`config.mk`:
```
export PLATFORM = sky130hd
export DESIGN_NAME = overheat_reboot_supervisor_unit
export DESIGN_NICKNAME = d
export VERILOG_FILES = /design/src/rtl/ors_pkg.sv /design/src/rtl/ors_cell.sv /design/src/rtl/overheat_reboot_supervisor_unit.sv
export SDC_FILE = /design/constraint.sdc
export NUM_CORES = 1
export LEC_CHECK = 0
export ABC_AREA = 1
export ABC_CLOCK_PERIOD_IN_PS = 4240
export BUFFER_PORTS_ARGS = -buffer_cell sky130_fd_sc_hd__buf_4
export CORE_MARGIN = 3
export CORE_UTILIZATION = 40
export DETAILED_ROUTE_END_ITERATION = 10
export PLACE_DENSITY = 0.67
export RECOVER_POWER = 25
export SYNTH_ARGS = -nofsm -noshare
export SYNTH_HDL_FRONTEND = slang
export SYNTH_SLANG_ARGS = --single-unit
```
`constraint.sdc`:
```
create_clock -name clock -period 4.24 [get_ports clock]
set_input_delay 0.636 -clock clock [delete_from_list [all_inputs] [get_ports clock]]
set_output_delay 0.636 -clock clock [all_outputs]
set_load 0.005 [all_outputs]
```
`src/rtl/ors_pkg.sv`:
```
package ors_pkg;

   localparam int HISTORY_DEPTH = 8;

   localparam int TEMP_W   = 18;
   localparam int MEM_W    = 32;
   localparam int TIME_W   = 32;
   localparam int WIN_W    = 17;
   localparam int CONF_W   = 4;
   localparam int CNT_W    = 4;
   localparam int LEVEL_W  = 3;
   localparam int CSR_IDX_W  = 3;
   localparam int CSR_DATA_W = 32;

   // register indexes
   localparam logic [CSR_IDX_W-1:0] REG_WARN_LIMIT  = 3'd0;
   localparam logic [CSR_IDX_W-1:0] REG_CRIT_LIMIT  = 3'd1;
   localparam logic [CSR_IDX_W-1:0] REG_CRIT_CONF   = 3'd2;
   localparam logic [CSR_IDX_W-1:0] REG_MEM_LOW     = 3'd3;
   localparam logic [CSR_IDX_W-1:0] REG_MEM_CONF    = 3'd4;
   localparam logic [CSR_IDX_W-1:0] REG_STORM_WIN   = 3'd5;
   localparam logic [CSR_IDX_W-1:0] REG_STORM_MAX   = 3'd6;

   // register reset values
   localparam logic [TEMP_W-1:0] RST_WARN_LIMIT = 18'd85000;
   localparam logic [TEMP_W-1:0] RST_CRIT_LIMIT = 18'd100000;
   localparam logic [CONF_W-1:0] RST_CRIT_CONF  = 4'd3;
   localparam logic [MEM_W-1:0]  RST_MEM_LOW    = 32'd102400;
   localparam logic [CONF_W-1:0] RST_MEM_CONF   = 4'd2;
   localparam logic [WIN_W-1:0]  RST_STORM_WIN  = 17'd3600;
   localparam logic [CNT_W-1:0]  RST_STORM_MAX  = 4'd2;

   // thermal level codes
   localparam logic [LEVEL_W-1:0] LVL_NONE     = 3'd0;
   localparam logic [LEVEL_W-1:0] LVL_NORMAL   = 3'd1;
   localparam logic [LEVEL_W-1:0] LVL_WARN     = 3'd2;
   localparam logic [LEVEL_W-1:0] LVL_COUNT    = 3'd3;
   localparam logic [LEVEL_W-1:0] LVL_REBOOT   = 3'd4;
   localparam logic [LEVEL_W-1:0] LVL_LOCKDOWN = 3'd5;

   typedef struct packed {
      logic              temp_valid;
      logic [TEMP_W-1:0] temp_milli;
      logic              mem_valid;
      logic [MEM_W-1:0]  free_kb;
      logic [TIME_W-1:0] now_sec;
   } req_type;

   typedef struct packed {
      logic [LEVEL_W-1:0] thermal_level;
      logic [CNT_W-1:0]   crit_run;
      logic [CNT_W-1:0]   recent_reboots;
      logic               mem_low;
      logic [CNT_W-1:0]   mem_run;
      logic               reclaim_request;
   } rsp_type;

   // token walking the stamp chain
   typedef struct packed {
      logic             go;
      logic [CNT_W-1:0] cnt;      // in-window stamps so far, saturates
      logic             found;    // a free slot has been claimed upstream
   } tok_type;

endpackage

```
`src/rtl/ors_cell.sv`:
```
module ors_cell (
   input  logic                       clock,
   input  logic                       reset,
   input  logic [ors_pkg::TIME_W-1:0] now_sec,
   input  logic [ors_pkg::WIN_W-1:0]  window,
   input  logic                       commit,
   input  ors_pkg::tok_type           tok_in,
   output ors_pkg::tok_type           tok_out
);

   logic [ors_pkg::TIME_W-1:0] stamp_ff;
   logic                       valid_ff;
   logic                       cand_ff;
   ors_pkg::tok_type           tok_ff;

   logic [ors_pkg::TIME_W-1:0] age;
   logic                       in_win;
   logic [ors_pkg::CNT_W-1:0]  cnt_in;

   assign age    = now_sec - stamp_ff;
   assign in_win = valid_ff && (age < {{(ors_pkg::TIME_W-ors_pkg::WIN_W){1'b0}}, window});
   assign cnt_in = (in_win && tok_in.cnt != {ors_pkg::CNT_W{1'b1}})
                   ? tok_in.cnt + {{(ors_pkg::CNT_W-1){1'b0}}, 1'b1} : tok_in.cnt;

   always_ff @(posedge clock) begin
      if (reset) begin
         valid_ff   <= 1'b0;
         cand_ff    <= 1'b0;
         tok_ff.go  <= 1'b0;
      end else begin
         tok_ff.go <= tok_in.go;
         if (tok_in.go) begin
            valid_ff <= in_win;          // expired stamps drop out
            cand_ff  <= !in_win && !tok_in.found;
         end else if (commit && cand_ff) begin
            valid_ff <= 1'b1;
            cand_ff  <= 1'b0;
         end
      end
      tok_ff.cnt   <= cnt_in;
      tok_ff.found <= tok_in.found || !in_win;
      if (!tok_in.go && commit && cand_ff) begin
         stamp_ff <= now_sec;
      end
   end

   assign tok_out = tok_ff;

endmodule

```
`src/rtl/overheat_reboot_supervisor_unit.sv`:
```
// A sample that needs no reboot decision goes to the held result, then to the output register rsp.
// A reboot decision walks the stamp chain, one cell per cycle, before its result is held.
// No new sample is taken while a result is held inside or a decision walk is in progress.
// A waiting result does not block the next transfer; one more result can be held inside.
// Reset (synchronous, active high) loads register defaults, clears both counters,
// the last recent-reboot count and every stamp valid bit; stamps themselves are not reset.
module overheat_reboot_supervisor_unit #(
   parameter int HISTORY_DEPTH = ors_pkg::HISTORY_DEPTH
) (
   input  logic                           clock,
   input  logic                           reset,
   input  logic                           req_valid,
   output logic                           req_stall,
   input  ors_pkg::req_type               req_data,
   output logic                           rsp_valid,
   input  logic                           rsp_stall,
   output ors_pkg::rsp_type               rsp_data,
   input  logic                           csr_we,
   input  logic [ors_pkg::CSR_IDX_W-1:0]  csr_index,
   input  logic [ors_pkg::CSR_DATA_W-1:0] csr_wdata
);

   typedef enum logic {
      ST_IDLE,
      ST_WALK
   } state_type;

   // configuration registers
   logic [ors_pkg::TEMP_W-1:0] warn_limit_ff;
   logic [ors_pkg::TEMP_W-1:0] crit_limit_ff;
   logic [ors_pkg::CONF_W-1:0] crit_conf_ff;
   logic [ors_pkg::MEM_W-1:0]  mem_low_ff;
   logic [ors_pkg::CONF_W-1:0] mem_conf_ff;
   logic [ors_pkg::WIN_W-1:0]  storm_win_ff;
   logic [ors_pkg::CNT_W-1:0]  storm_max_ff;

   // block state
   state_type                  state_ff;
   logic [ors_pkg::CNT_W-1:0]  crit_cnt_ff;
   logic [ors_pkg::CNT_W-1:0]  mem_cnt_ff;
   logic [ors_pkg::CNT_W-1:0]  last_recent_ff;
   logic [ors_pkg::TIME_W-1:0] now_ff;
   ors_pkg::tok_type           head_ff;

   // result held inside, then the output register
   ors_pkg::rsp_type           pend_ff;
   logic                       pend_valid_ff;
   ors_pkg::rsp_type           rsp_ff;
   logic                       rsp_valid_ff;

   ors_pkg::tok_type           tok [HISTORY_DEPTH+1];
   ors_pkg::tok_type           tail;
   logic                       allow;
   logic                       commit;

   logic                       accept;
   logic                       hot;
   logic                       decide;
   logic [ors_pkg::CNT_W-1:0]  crit_inc;
   logic [ors_pkg::CNT_W-1:0]  crit_cnt_in;
   logic [ors_pkg::LEVEL_W-1:0] level_in;
   logic                       low;
   logic                       reclaim;
   logic [ors_pkg::CNT_W-1:0]  mem_inc;
   logic [ors_pkg::CNT_W-1:0]  mem_cnt_in;

   assign req_stall = (state_ff != ST_IDLE) || pend_valid_ff;
   assign accept    = req_valid && !req_stall;

   // thermal path: confirm count against the critical limit
   assign crit_inc = crit_cnt_ff + {{(ors_pkg::CNT_W-1){1'b0}}, 1'b1};
   assign hot      = req_data.temp_milli >= crit_limit_ff;
   assign decide   = req_data.temp_valid && hot && (crit_inc >= crit_conf_ff);

   always_comb begin
      if (!req_data.temp_valid) begin
         level_in    = ors_pkg::LVL_NONE;
         crit_cnt_in = crit_cnt_ff;
      end else if (hot) begin
         level_in    = decide ? ors_pkg::LVL_REBOOT : ors_pkg::LVL_COUNT;
         crit_cnt_in = decide ? '0 : crit_inc;
      end else begin
         level_in    = (req_data.temp_milli >= warn_limit_ff) ? ors_pkg::LVL_WARN
                                                              : ors_pkg::LVL_NORMAL;
         crit_cnt_in = '0;
      end
   end

   // memory path: one reclaim per confirmed low run
   assign mem_inc = mem_cnt_ff + {{(ors_pkg::CNT_W-1){1'b0}}, 1'b1};
   assign low     = req_data.mem_valid && (req_data.free_kb < mem_low_ff);
   assign reclaim = low && (mem_inc >= mem_conf_ff);

   always_comb begin
      if (!req_data.mem_valid) begin
         mem_cnt_in = mem_cnt_ff;
      end else if (low) begin
         mem_cnt_in = reclaim ? '0 : mem_inc;
      end else begin
         mem_cnt_in = '0;
      end
   end

   // stamp chain: the token enters at cell 0 and leaves the last cell with the
   // in-window count and whether a free slot was claimed on the way
   assign tok[0] = head_ff;

   for (genvar i = 0; i < HISTORY_DEPTH; i++) begin : g_cell
      ors_cell u_cell (
         .clock   (clock),
         .reset   (reset),
         .now_sec (now_ff),
         .window  (storm_win_ff),
         .commit  (commit),
         .tok_in  (tok[i]),
         .tok_out (tok[i+1])
      );
   end

   assign tail   = tok[HISTORY_DEPTH];
   assign allow  = tail.found && (tail.cnt < storm_max_ff);
   assign commit = tail.go && allow;   // claimed cell records the stamp

   always_ff @(posedge clock) begin
      if (reset) begin
         warn_limit_ff  <= ors_pkg::RST_WARN_LIMIT;
         crit_limit_ff  <= ors_pkg::RST_CRIT_LIMIT;
         crit_conf_ff   <= ors_pkg::RST_CRIT_CONF;
         mem_low_ff     <= ors_pkg::RST_MEM_LOW;
         mem_conf_ff    <= ors_pkg::RST_MEM_CONF;
         storm_win_ff   <= ors_pkg::RST_STORM_WIN;
         storm_max_ff   <= ors_pkg::RST_STORM_MAX;
         state_ff       <= ST_IDLE;
         crit_cnt_ff    <= '0;
         mem_cnt_ff     <= '0;
         last_recent_ff <= '0;
         head_ff.go     <= 1'b0;
         pend_valid_ff  <= 1'b0;
         rsp_valid_ff   <= 1'b0;
      end else begin
         if (csr_we) begin
            case (csr_index)
               ors_pkg::REG_WARN_LIMIT: warn_limit_ff <= csr_wdata[ors_pkg::TEMP_W-1:0];
               ors_pkg::REG_CRIT_LIMIT: crit_limit_ff <= csr_wdata[ors_pkg::TEMP_W-1:0];
               ors_pkg::REG_CRIT_CONF:  crit_conf_ff  <= csr_wdata[ors_pkg::CONF_W-1:0];
               ors_pkg::REG_MEM_LOW:    mem_low_ff    <= csr_wdata[ors_pkg::MEM_W-1:0];
               ors_pkg::REG_MEM_CONF:   mem_conf_ff   <= csr_wdata[ors_pkg::CONF_W-1:0];
               ors_pkg::REG_STORM_WIN:  storm_win_ff  <= csr_wdata[ors_pkg::WIN_W-1:0];
               ors_pkg::REG_STORM_MAX:  storm_max_ff  <= csr_wdata[ors_pkg::CNT_W-1:0];
               default: ;
            endcase
         end

         // one-cycle launch pulse; accept only happens in ST_IDLE
         head_ff.go <= accept && decide;

         case (state_ff)
            ST_IDLE: begin
               if (accept) begin
                  crit_cnt_ff <= crit_cnt_in;
                  mem_cnt_ff  <= mem_cnt_in;
                  if (decide) begin
                     state_ff   <= ST_WALK;
                  end else begin
                     pend_valid_ff <= 1'b1;
                  end
               end
            end
            ST_WALK: begin
               if (tail.go) begin
                  last_recent_ff <= tail.cnt;
                  pend_valid_ff  <= 1'b1;
                  state_ff       <= ST_IDLE;
               end
            end
            default: state_ff <= ST_IDLE;
         endcase

         // hand the held result to the output register when it frees up
         if (pend_valid_ff && (!rsp_valid_ff || !rsp_stall)) begin
            rsp_valid_ff  <= 1'b1;
            pend_valid_ff <= 1'b0;
         end else if (rsp_valid_ff && !rsp_stall) begin
            rsp_valid_ff <= 1'b0;
         end
      end

      // payload, no reset
      head_ff.cnt   <= '0;
      head_ff.found <= 1'b0;
      if (accept) begin
         now_ff                  <= req_data.now_sec;
         pend_ff.thermal_level   <= level_in;
         pend_ff.crit_run        <= crit_cnt_in;
         pend_ff.recent_reboots  <= last_recent_ff;
         pend_ff.mem_low         <= low;
         pend_ff.mem_run         <= mem_cnt_in;
         pend_ff.reclaim_request <= reclaim;
      end
      if (state_ff == ST_WALK && tail.go) begin
         pend_ff.thermal_level  <= allow ? ors_pkg::LVL_REBOOT : ors_pkg::LVL_LOCKDOWN;
         pend_ff.recent_reboots <= tail.cnt;
      end
      if (pend_valid_ff && (!rsp_valid_ff || !rsp_stall)) begin
         rsp_ff <= pend_ff;
      end
   end

   assign rsp_valid = rsp_valid_ff;
   assign rsp_data  = rsp_ff;

endmodule

```
# == After elaboration in Yosys (flattened, before gate mapping) ==
# Index checks and enable logic that the tools add are counted.
# W data, S select, Z words.
# classes
magnitude_cmp,14
n_bitwise,1
n_addsub,17
reduce_logical,114
mux,64
eq_ne,16
# ops
op,n
$lt A32 B17 Y1,8
$sub A32 B32 Y32,8
$logic_and A1 B1 Y1,57
$mux W4,14
$mux W1,42
$add A4 B1 Y4 const B,9
$ge A18 B18 Y1,2
$lt A32 B32 Y1,1
$ne A4 B4 Y1 const B,7
$logic_not A1 Y1,26
$reduce_bool A2 Y1,10
$reduce_and A2 Y1,9
$mux W17,1
$mux W3,4
$eq A3 B3 Y1 const B,3
$logic_or A1 B1 Y1,9
$ge A4 B4 Y1,2
$eq A3 B2 Y1 const B,2
$lt A4 B4 Y1,1
$ne A2 B2 Y1 const B,2
$pmux W1 S2,2
$eq A3 B1 Y1 const B,1
$logic_not A3 Y1,1
$reduce_and A3 Y1,1
other kinds (4),4
# totals
word_cells,301
in_bits,124
output_inout_bits,19
register_bits,499

# == Logic depth before layout (Yosys ltp) ==
# logic_depth
ltp_word,8
mapped_depth,24
depth_no_buf,24

# == Cells and area by module ==
# A second synthesis with hierarchy kept.
# hier_totals
hier_cells,7054
hier_area_um2,45600.0
# by_module_without_submodules
mod,cells_each,area_per_inst_um2,n_inst
ors_cell at g_cell[1].u_cell ...,794,4762.1,5
ors_cell at g_cell[2].u_cell ...,727,4563.1,2
overheat_reboot_supervisor_unit,923,8276.7,1
ors_cell at g_cell[0].u_cell,707,4386.7,1

# == Worst setup path before layout ==
# OpenSTA, ideal clock, no wires.
# synth_path
path_kind,register to register
startpoint,reg storm_max_ff[1] in the netlist's numbering
endpoint,"reg g_cell[1].u_cell.stamp_ff[0] in the netlist's numbering, enable pin"
setup_ns,0.461
required_time_ns,3.779
synth_period_minus_slack_ns,4.229
path_slack_ns,0.011
arrival_ns,3.768
stages_incl_launch_ff,10
path_cell_list,dfxtp_1 -> inv_1 -> ha_1 -> o21a_1 -> o21a_1 -> o21a_1 -> nor3_1 -> nand2_1 -> clkbuf_1 -> nor3_1
# synth_between
elab_chain_len,5
# synth_rtl
item,line,source
start: declaration,overheat_reboot_supervisor_unit.sv:35,logic [ors_pkg::CNT_W-1:0] storm_max_ff;
start signal: assignment,overheat_reboot_supervisor_unit.sv:132,storm_max_ff <= ors_pkg::RST_STORM_MAX;
start signal: assignment,overheat_reboot_supervisor_unit.sv:149,ors_pkg::REG_STORM_MAX: storm_max_ff <= csr_wdata[ors_pkg::CNT_W-1:0];
$lt A4 B4 Y1,overheat_reboot_supervisor_unit.sv:121,assign allow = tail.found && (tail.cnt < storm_max_ff);
$logic_and A1 B1 Y1,overheat_reboot_supervisor_unit.sv:121,
$logic_and A1 B1 Y1,overheat_reboot_supervisor_unit.sv:122,assign commit = tail.go && allow;
$logic_and A1 B1 Y1 (2 in a row),ors_cell.sv:42,if (!tok_in.go && commit && cand_ff) begin
end signal: assignment,ors_cell.sv:43,stamp_ff <= now_sec;
end: declaration,ors_cell.sv:11,logic [ors_pkg::TIME_W-1:0] stamp_ff;
# No other way between the ends.
# A chain may end at the register's enable or synchronous reset.

# == Worst setup path in the final report ==
# layout_path
startpoint,reg now_ff[13] in the netlist's numbering
endpoint,reg g_cell[5].u_cell.tok_ff (netlist bit g_cell[5].u_cell.tok_out[1])
# layout_between
elab_chain_len,5
# layout_rtl
item,line,source
start: declaration,overheat_reboot_supervisor_unit.sv:42,logic [ors_pkg::TIME_W-1:0] now_ff;
start signal: assignment,overheat_reboot_supervisor_unit.sv:192,now_ff <= req_data.now_sec;
$sub A32 B32 Y32,ors_cell.sv:20,assign age = now_sec - stamp_ff;
$lt A32 B17 Y1,ors_cell.sv:21,"assign in_win = valid_ff && (age < {{(ors_pkg::TIME_W-ors_pkg::WIN_W){1'b0}}, window});"
$logic_and A1 B1 Y1,ors_cell.sv:21,
$logic_and A1 B1 Y1,ors_cell.sv:22,assign cnt_in = (in_win && tok_in.cnt != {ors_pkg::CNT_W{1'b1}})
$mux W4,ors_cell.sv:23,"? tok_in.cnt + {{(ors_pkg::CNT_W-1){1'b0}}, 1'b1} : tok_in.cnt;"
named net g_cell[5].u_cell.cnt_in (one bit),ors_cell.sv:18,logic [ors_pkg::CNT_W-1:0] cnt_in;
end: declaration,ors_cell.sv:14,ors_pkg::tok_type tok_ff;
# The timed path passes the listed nets, and every way through them passes these cells.

==> impl_metrics.tcl <==
set metrics [dict create \
    synthArstFlopShare 0 \
    core_sq_mm 0.100 \
    insertion_delay_ns 0.69 \
    critPathKind "register to register" \
    cp_max_fo 8 \
    ctsResizeCount 0 \
    synthTopCellsByCount "nand2_1 (1796), inv_1 (1204), nor2_1 (514)" \
    finalCriticalPeriod_ns 3.93 \
    synth_cells 5932 \
    cts_root_buf "clkbuf_16" \
    drv_slew 0 \
    place.gp.congestion 1.00 \
    via_per_inst 5.10 \
    outcome "complete, no violations" \
    ir_worst_vdd_uv 376 \
    wl_mm 139 \
    drt_iter0_markers 3213 \
    seq_area_frac_synth 0.322 \
    placed_cell_area_sq_mm 0.0440 \
    cts_buffers 59 \
    arrival_ns 4.47 \
    ant_nets 0 \
    clock_skew_ns 0.0526 \
    area_growth_syn_to_layout_pct 13.4 \
    syn_area_sq_mm 0.0407 \
    antenna_found_initial 5 \
    final-setup-viol-count 0 \
    fin_cells 7591 \
    maxCapViolCount 0 \
    die-area_sq_mm 0.106 \
    clkTransAtPathRegs_ns 0.07 \
    final_cell_area_sq_mm 0.0461 \
    cp-start-kind "register" \
    placedCellCount 7474 \
    synth.distinct_cells 47 \
    route.detailed.drc 0 \
    hold_viol_final 0 \
    fp-row-count 116 \
    h-tree-depth 2 \
    grtUsageTotal 0.256 \
    cp.required_ns 4.78 \
    fmax_ghz 0.255 \
    worstHoldPathType "input pin to register" \
    syn_area_per_cell_sq_um 6.86 \
    yosysWarnings 0 \
    grt_max_degree 57 \
    holdWs_ns 0.146 \
    slew_headroom 0.147 \
    ctsHoldBuffers 0 \
    die_w_um 325 \
    io_buffers 142 \
    total_power_w 0.0145 \
    synth_top_flop_cell "edfxtp_1" \
    synth_top_area_share 0.238 \
    yosys_register_bits 493 \
    grt_pass1_wl_mm 210 \
    fillers 10400 \
    clock_path_buffers 3 \
    final_nets 6775 \
    ios 143 \
    final_layout_size_suffix_gt1_frac 0.0591 \
    cts_tree "built" \
    synth_area_leader_cell "edfxtp_1" \
    wl_per_cell_um 18.3 \
    via_count 38700 \
    die_h_um 325 \
    grt_overflow 0 \
    initial_core_util 0.405 \
    drtPass1Iterations 8 \
    grt_setup_unrepaired "no" \
    ys_top_cells_by_area "edfxtp_1 (24%), nand2_1 (17%), ha_1 (14%), inv_1 (11%), dfxtp_1 (8.4%)" \
    grt_pass1_vias 36200 \
    synth_nets 6526 \
    end_kind "register" \
    finalSetupTns_ns 0 \
    hpwlAfterDp_mm 110 \
    power_leakage_nw 23.7 \
    synth.most_common_cell "nand2_1" \
    synth_edf_count 322 \
    period_share 0.926 \
    worst-slew-pin-transition_ns 1.28 \
    p_per_area_mw_per_mm2 314 \
    clock-sinks 493 \
    post-cts-setup-buffers 0 \
]
==> state kept, by name, indices dropped and copies added (netlist names), 8 cells and up <==
register and flops:
warn_limit_ff 18, g_cell.u_cell.stamp_ff 256, storm_win_ff 17, rsp_data 17, pend_ff 17, g_cell.u_cell.cand_ff 8
now_ff 32, crit_limit_ff 18, mem_low_ff 32, g_cell.u_cell.valid_ff 8, g_cell.u_cell.tok_out 42
==> layout by cell type, fill, tap and decap left out, types with 5 or more instances in the layout <==
cell type,count
nand2_1,1796
inv_1,1202
nor2_1,513
ha_1,462
a21oi_1,383
edfxtp_1,322
nand3_1,310
o21ai_0,196
dfxtp_1,171
buf_4,166
xor2_1,124
nand4_1,88
clkbuf_16,59
nor3_1,54
clkbuf_1,35
o21bai_1,31
xnor2_1,29
clkbuf_4,24
o211ai_1,22
nand2_2,20
a31oi_1,18
nor2_2,17
nor4_1,16
nand3b_1,15
a21o_1,14
nor3_2,12
o21ai_1,11
bufinv_16,11
o21a_1,9
nand3_2,9
fa_1,8
buf_12,8
a211oi_1,7
a21boi_0,7
clkinvlp_4,7
and2_1,6
clkinv_2,6
inv_6,6
nor2_4,5
==> power by group <==
part,total (W),leakage (nW),switching [W],internal [W]
combinational,0.00348,18.4,0.00230,0.00119
sequential,0.00537,4.32,0.000122,0.00525
clock,0.00562,1.02,0.00230,0.00333
total,0.0145,23.7,0.00471,0.00976
==> critical path, stage by stage, from the launching register on <==
cell and delay [ns]:
edfxtp_1 0.48, clkbuf_1 0.69, ha_1 0.35, nand2_1 0.12, nor2_1 0.14, inv_1 0.10
nor3_1 0.14, nand2_1 0.08, nand2_1 0.17, xor2_1 0.19, ha_1 0.25, nand2_1 0.11
o21ai_0 0.10, a41oi_1 0.17, nand2_1 0.11, nand3_1 0.22, nand4_1 0.21, xnor2_1 0.17
==> cell type report <==
cell class	instances	area (sq um)	area share
Clock inverter	39	591	0.0128
Inverter	1205	4520	0.0981
Multi-Input combinational cell	4200	23000	0.498
Antenna cell	2	5.00	0.000109
Clock buffer	73	1560	0.0338
Sequential cell	493	13100	0.284
Tap cell	1357	1700	0.0368
Timing Repair Buffer	222	1680	0.0364
==> cell families after synthesis <==
| logic type | share of synthesized area |
|---|---|
| xor gates and xnor gates | 0.0330 |
| and+or+nand+nor | 0.291 |
| adders and majority gates | 0.146 |
| DFF | 0.322 |
| AOI/OAI and AO/OA | 0.0938 |
| buffers and inverters | 0.114 |
==> through the flow <==
step           utilization  worst slack (ns)
2_1_floorplan            -            0.0106
3_3_place_gp         0.438             0.514
3_5_place_dp         0.438             0.456
4_1_cts              0.460             0.409
5_1_grt              0.459            0.0409
6_report             0.459             0.312
==> layer usage <==
metal / up-vias / share of wire / track usage
li1: 19400 / - / -
met1: 17800 / 0.44 / 0.343
met2: 1227 / 0.45 / 0.423
met3: 214 / 0.070 / 0.0355
met4: 2 / 0.034 / 0.0868
met5: - / 0.00011 / 0
==> worst paths after layout <==
check,startpoint,endpoint,slack (ns),depth (start not counted)
hold / removal,req_data[14],now_ff[14],0.15,1
setup / recovery,now_ff[13],g_cell[5].u_cell.tok_out[1],0.31,17
setup reg to reg,now_ff[13],g_cell[5].u_cell.tok_out[1],0.31,17
hold reg to reg,pend_ff[6],rsp_data[6],0.42,0
Power figures use the tool's default switching activity.
